$ cat src/rcdm_pkg.sv
// Types, constants and the curve table generator for the drive mixer.
package rcdm_pkg;

  // Field widths
  localparam int CH_W    = 16;
  localparam int STICK_W = 11;
  localparam int OFF_W   = 12;
  localparam int ARG_W   = 14;
  localparam int DRIVE_W = 12;
  localparam int CFG_IDX_W  = 2;
  localparam int CFG_DATA_W = 16;

  // Curve scale default
  localparam int CURVE_SCALE_DEF = 1000;

  // Stick limits and register reset values
  localparam logic [CH_W-1:0]    STICK_LOW   = 16'd1000;
  localparam logic [CH_W-1:0]    STICK_HIGH  = 16'd2000;
  localparam logic [STICK_W-1:0] CENTER_RST  = 11'd1500;
  localparam logic [CH_W-1:0]    SWITCH_RST  = 16'd2000;
  localparam logic [CH_W-1:0]    LINK_RST    = 16'd1;

  // Drive saturation limits
  localparam logic signed [DRIVE_W-1:0] DRIVE_MAX = 12'sd2047;
  localparam logic signed [DRIVE_W-1:0] DRIVE_MIN = -12'sd2048;

  // Configuration register indexes
  localparam logic [CFG_IDX_W-1:0] CFG_STICK_CENTER = 2'd0;
  localparam logic [CFG_IDX_W-1:0] CFG_SWITCH_LEVEL = 2'd1;
  localparam logic [CFG_IDX_W-1:0] CFG_LINK_CODE    = 2'd2;

  // Queue between front and back
  localparam int QUEUE_DEPTH = 2;

  // Q60 fixed point constants
  localparam logic [63:0] Q_ONE     = 64'h1000_0000_0000_0000;
  localparam logic [63:0] ALPHA_Q60 = 64'd1268213655067531674;

  // Classified frame handed from front to back
  typedef struct packed {
    logic                    armed;
    logic                    thr_pos;
    logic                    arg_neg;
    logic signed [OFF_W-1:0] steer_off;
  } rcdm_ctl_t;

  // Q60 product, keeping bits 123..60
  function automatic logic [63:0] qmul(input logic [63:0] a, input logic [63:0] b);
    logic [127:0] p;
    p = {64'd0, a} * {64'd0, b};
    return p[123:60];
  endfunction

  // Restoring unsigned division, evaluated at elaboration only
  function automatic logic [63:0] udiv64(input logic [63:0] a, input logic [63:0] b);
    logic [64:0] r;
    logic [63:0] q;
    r = '0;
    q = '0;
    for (int i = 63; i >= 0; i--) begin
      r = {r[63:0], a[i]};
      if (r >= {1'b0, b}) begin
        r = r - {1'b0, b};
        q[i] = 1'b1;
      end
    end
    return q;
  endfunction

  // Taylor series of sine or cosine with truncation at each term
  function automatic logic [63:0] series(input logic [63:0] x2, input logic [63:0] first,
                                         input logic [63:0] n0);
    logic [63:0] term;
    logic [63:0] sum;
    logic [63:0] nn;
    logic [63:0] k;
    logic        neg;
    int          g;
    term = first;
    sum  = first;
    nn   = n0;
    neg  = 1'b1;
    g    = 0;
    while (g < 40 && term != 64'd0) begin
      k    = (nn + 64'd1) * (nn + 64'd2);
      term = udiv64(qmul(term, x2), k);
      nn   = nn + 64'd2;
      sum  = neg ? sum - term : sum + term;
      neg  = !neg;
      g++;
    end
    return sum;
  endfunction

  // One entry of the tan-shaped curve: scale*tan(1.1*v/scale)/tan(1.1), truncated
  function automatic logic [31:0] curve_pos(input int v, input int scale);
    logic [63:0] x;
    logic [63:0] x2;
    logic [63:0] a2;
    logic [63:0] num;
    logic [63:0] den;
    logic [63:0] qv;
    logic [63:0] rv;
    logic [63:0] vv;
    logic [63:0] sc;
    logic [63:0] aq;
    if (v == 0) return 32'd0;
    vv  = (v > scale) ? 64'(scale) : 64'(v);
    sc  = 64'(scale);
    aq  = udiv64(ALPHA_Q60, sc);
    x   = aq * vv + udiv64((ALPHA_Q60 - aq * sc) * vv, sc);
    x2  = qmul(x, x);
    a2  = qmul(ALPHA_Q60, ALPHA_Q60);
    num = qmul(series(x2, x, 64'd1), series(a2, Q_ONE, 64'd0));
    den = qmul(series(x2, Q_ONE, 64'd0), series(a2, ALPHA_Q60, 64'd1));
    if (den == 64'd0) return 32'd0;
    qv = '0;
    rv = '0;
    for (int b = 15; b >= 0; b--) begin
      qv = qv << 1;
      rv = rv << 1;
      if (rv >= den) begin
        rv = rv - den;
        qv = qv + 64'd1;
      end
      if (sc[b]) begin
        rv = rv + num;
        if (rv >= den) begin
          rv = rv - den;
          qv = qv + 64'd1;
        end
        if (rv >= den) begin
          rv = rv - den;
          qv = qv + 64'd1;
        end
      end
    end
    if (qv > sc) qv = sc;
    return qv[31:0];
  endfunction

endpackage

$ cat src/rcdm_queue.sv
// Short queue of classified frames between front and back.
module rcdm_queue
  import rcdm_pkg::*;
#(
  parameter int IW = 10
) (
  input  logic          clk,
  input  logic          rst_n,
  input  logic          push_valid,
  output logic          push_ready,
  input  rcdm_ctl_t     push_ctl,
  input  logic [IW-1:0] push_idx,
  output logic          pop_valid,
  input  logic          pop_ready,
  output rcdm_ctl_t     pop_ctl,
  output logic [IW-1:0] pop_idx
);

  localparam int PW = $clog2(QUEUE_DEPTH);
  localparam int CW = $clog2(QUEUE_DEPTH + 1);

  rcdm_ctl_t     ctl_q   [QUEUE_DEPTH];
  logic [IW-1:0] idx_q   [QUEUE_DEPTH];
  logic [PW-1:0] wr_ptr_r;
  logic [PW-1:0] rd_ptr_r;
  logic [CW-1:0] count_r;
  logic          push;
  logic          pop;

  assign push_ready = (count_r != CW'(QUEUE_DEPTH));
  assign pop_valid  = (count_r != '0);
  assign push       = push_valid && push_ready;
  assign pop        = pop_valid && pop_ready;
  assign pop_ctl    = ctl_q[rd_ptr_r];
  assign pop_idx    = idx_q[rd_ptr_r];

  // Store an entry on each push transfer
  always_ff @(posedge clk) begin
    if (push) begin
      ctl_q[wr_ptr_r] <= push_ctl;
      idx_q[wr_ptr_r] <= push_idx;
    end
  end

  // Advance pointers and occupancy
  always_ff @(posedge clk) begin
    if (!rst_n) begin
      wr_ptr_r <= '0;
      rd_ptr_r <= '0;
      count_r  <= '0;
    end else begin
      if (push) wr_ptr_r <= (wr_ptr_r == PW'(QUEUE_DEPTH - 1)) ? '0 : wr_ptr_r + 1'b1;
      if (pop)  rd_ptr_r <= (rd_ptr_r == PW'(QUEUE_DEPTH - 1)) ? '0 : rd_ptr_r + 1'b1;
      unique case ({push, pop})
        2'b10:   count_r <= count_r + 1'b1;
        2'b01:   count_r <= count_r - 1'b1;
        default: count_r <= count_r;
      endcase
    end
  end

endmodule

$ cat config.mk
export PLATFORM = sky130hd
export DESIGN_NAME = rcdm_queue
export DESIGN_NICKNAME = d
export VERILOG_FILES = /design/src/rcdm_pkg.sv /design/src/rcdm_queue.sv
export SDC_FILE = /design/constraint.sdc
export NUM_CORES = 1
export LEC_CHECK = 0
export ABC_AREA = 0
export BUFFER_PORTS_ARGS = -buffer_cell sky130_fd_sc_hd__buf_2
export CAP_MARGIN = 20
export CORE_ASPECT_RATIO = 0.8
export CORE_UTILIZATION = 46
export DETAILED_ROUTE_END_ITERATION = 16
export GPL_TIMING_DRIVEN = 0
export PLACE_DENSITY = 0.74
export SYNTH_ARGS = -nofsm -noshare
export SYNTH_HDL_FRONTEND = slang
export SYNTH_SLANG_ARGS = --single-unit
$ cat constraint.sdc
create_clock -name clk -period 1.5 [get_ports clk]
set_input_delay 0.225 -clock clk [delete_from_list [all_inputs] [get_ports clk]]
set_output_delay 0.225 -clock clk [all_outputs]
set_load 0.005 [all_outputs]
==> metrics.txt <==
CTS sink cnt=55; crit path max fanout=7; Int Pwr=3.50 mW; Tcrit/Tclk final=1.07; Crit. End Element=output port; total number of vias=1141; Initial Utilization=0.484; # IOs=56; post-synth cell types=20; part of the power in the clock network=0.164; Max Clock Freq=626 MHz; largest buffer count on any clock path=2; vias per cell=4.88; TritonCTS Buffers=5; total power=4.72 mW; first-pass GRT wire length=5.17 mm; startpoint types=flop; Congestion Overflow GR=0; DRC=0; Worst-path clk slew=0.09 ns; Pre-antenna DRT Iters=3; fin crit period=1.60 ns; Net Count, Synth=132; total track usage=0.154; CTS tree=done; Critical Path AT=1.37 ns; Post-synth top cells=edfxtp_1 (50), mux2_2 (25), dfxtp_1 (5), buf_2 (3), xnor2_1 (3); Yosys top cell area share=0.738; failing checks=setup timing; core box area=4200 um^2; syn avg cell area=19.9 um^2; die height=61.5 um; First DRT Iteration DRCs=40; Psw=1.22 mW; area delta synth->final=41.3%; Post-synth EDFFs=50; Slew headroom=0.765; Filler Cells Inserted=283; unrepaired setup endpoints after global routing=yes; sequential power share=0.434; fraction of registers with async set/reset=0; Mapped Cells=102; status=finished with violations; Clk Latency, worst-skew pair=0.30 ns; RD Place Congestion=0.716; PwrDens=1640 nW/um^2; top cells by area, synth=edfxtp_1 (74%), mux2_2 (14%), dfxtp_1 (4.9%), xnor2_1 (1.3%), buf_2 (0.74%); worst min path class=primary input to flop; power share of the combinational group=0.402; post-route insts no fill=234; register area share after synthesis=0.788; Tightest Pin Transition=0.352 ns; most instantiated library cell after synthesis=edfxtp_1; Max Cap Viol=0; IO buf count=55; Final Skew=0.00557 ns; largest net degree at the start of global routing=26; CTS Root Cell=clkbuf_8; max-slew violation count=0; vias in the first global route=1108; initial antenna violation count=0; Cell Area, Synth=2030 um^2; Routed WL=3.74 mm; Setup violations, final=25; H-tree lvl count=2; Sw Ratio=0.259; dpl cells=214; flops & latches, synth=55; DIE AREA=4690 um^2; Final Hold Viols=0; worst vdd ir=0.000963 V; crit path kind=flop to output port; FP Rows=21; die width=76.3 um; CP required=1.27 ns; Routed WL per cell=16.0 um; Syn. warnings=0; Final nets=206; worst hold slack=0.108 ns; share of layout cells above drive strength 1=0.633; remaining antenna violation count=0; final setup margin=-0.0982 ns; Post-DP HPWL=2.25 mm; largest area contributor in the netlist=edfxtp_1; diode count=0; Post-synth top flop=edfxtp_1; P_leak=1.12 nW
cells by family after synthesis:
| family | share of synthesized area |
|---|---|
| compound gates | 0.0185 |
| xor+xnor | 0.0129 |
| simple gates | 0.0271 |
| flops | 0.788 |
| mux | 0.138 |
| buf+inv | 0.00923 |
| fa+ha+maj | 0.00615 |
through the flow:
step / worst slack, ns / TNS, ns / utilization / area (um^2)
after floorplan: 0.0117 / 0 / - / 2040
after global placement: -0.121 / -4.99 / 0.567 / 2380
after detailed placement: -0.227 / -9.32 / 0.567 / 2380
after CTS: -0.0884 / -1.68 / 0.631 / 2650
after global routing: -0.148 / -3.14 / 0.683 / 2870
final: -0.0982 / -1.93 / 0.683 / 2870
cells in the final DEF, fill, tap and decap left out:
master / Yosys / layout
clkinv_2: 0 / 1
o21a_2: 0 / 1
ha_4: 0 / 1
and3_4: 0 / 1
edfxtp_1: 50 / 50
a21boi_0: 1 / 1
and2_1: 1 / 1
nand3b_1: 1 / 1
buf_2: 3 / 36
nand2_1: 1 / 1
o21ai_0: 1 / 1
a21boi_1: 1 / 1
dfxtp_1: 5 / 2
buf_12: 0 / 3
buf_4: 0 / 8
nor2b_1: 2 / 2
nand2b_4: 0 / 1
buf_8: 0 / 1
buf_6: 0 / 19
or3_1: 1 / 1
or2_2: 1 / 1
mux2_2: 25 / 5
dfxtp_2: 0 / 2
clkbuf_8: 0 / 5
clkbuf_1: 0 / 1
mux2_4: 0 / 20
dfxtp_4: 0 / 1
a21bo_2: 1 / 1
clkinvlp_4: 0 / 3
clkbuf_16: 0 / 2
xnor2_1: 3 / 3
registers in the layout (all words and copies together) (netlist names), named ones only:
name,count
ctl_q,30
idx_q,20
count_r,2
rd_ptr_r,1
wr_ptr_r,1
final timing paths:
path | cells past startpoint | start | slack [ns] | end
setup / recovery | 4 | flop | -0.1 | pop_ctl[7]
hold reg to reg | 2 | count_r[1] | 0.54 | count_r[1]
setup reg to reg | 5 | count_r[1] | 0.06 | count_r[1]
hold / removal | 1 | push_idx[2] | 0.11 | idx_q[1][2]
final cells by class:
type | count | area (um^2) | share of cell area
Sequential cell | 55 | 1610 | 0.560
Timing Repair Buffer | 66 | 524 | 0.182
Multi-Input combinational cell | 43 | 514 | 0.179
Clock buffer | 6 | 72.6 | 0.0253
Tap cell | 57 | 71.3 | 0.0248
Buffer | 3 | 55.1 | 0.0192
Clock inverter | 2 | 12.5 | 0.00436
Inverter | 1 | 7.51 | 0.00261
Timing Repair inverter | 1 | 7.51 | 0.00261
worst max-delay path, stage by stage, from the launching register on:
cell	delay [ns]
dfxtp_2	0.35
buf_8	0.15
clkbuf_16	0.16
mux2_4	0.30
buf_6	0.11
power groups by stage:
stage / logic (mW) / registers (mW) / clock network, mW
after floorplan: 0.695 / 2.03 / 0
after global placement: 1.06 / 2.04 / 0
after detailed placement: 1.09 / 2.06 / 0
after CTS: 1.44 / 2.05 / 0.793
after global routing: 2.04 / 2.08 / 0.849
final: 1.90 / 2.05 / 0.773
per-layer routing:
metal	vias to the layer above	GRT usage	wire length (um)
met5	-	0	0
met3	7	0.0474	174
met1	557	0.169	1550
met2	35	0.281	1960
li1	542	-	-
met4	0	0.0824	54
what timing repair did:
action,in CTS,in global routing
pin swaps,0,1
gates cloned,1,2
resized for setup,27,32
hold buffers,0,0
buffers inserted,7,2
endpoints found under the setup margin,76,51
(Power assumes the default switching activity.)
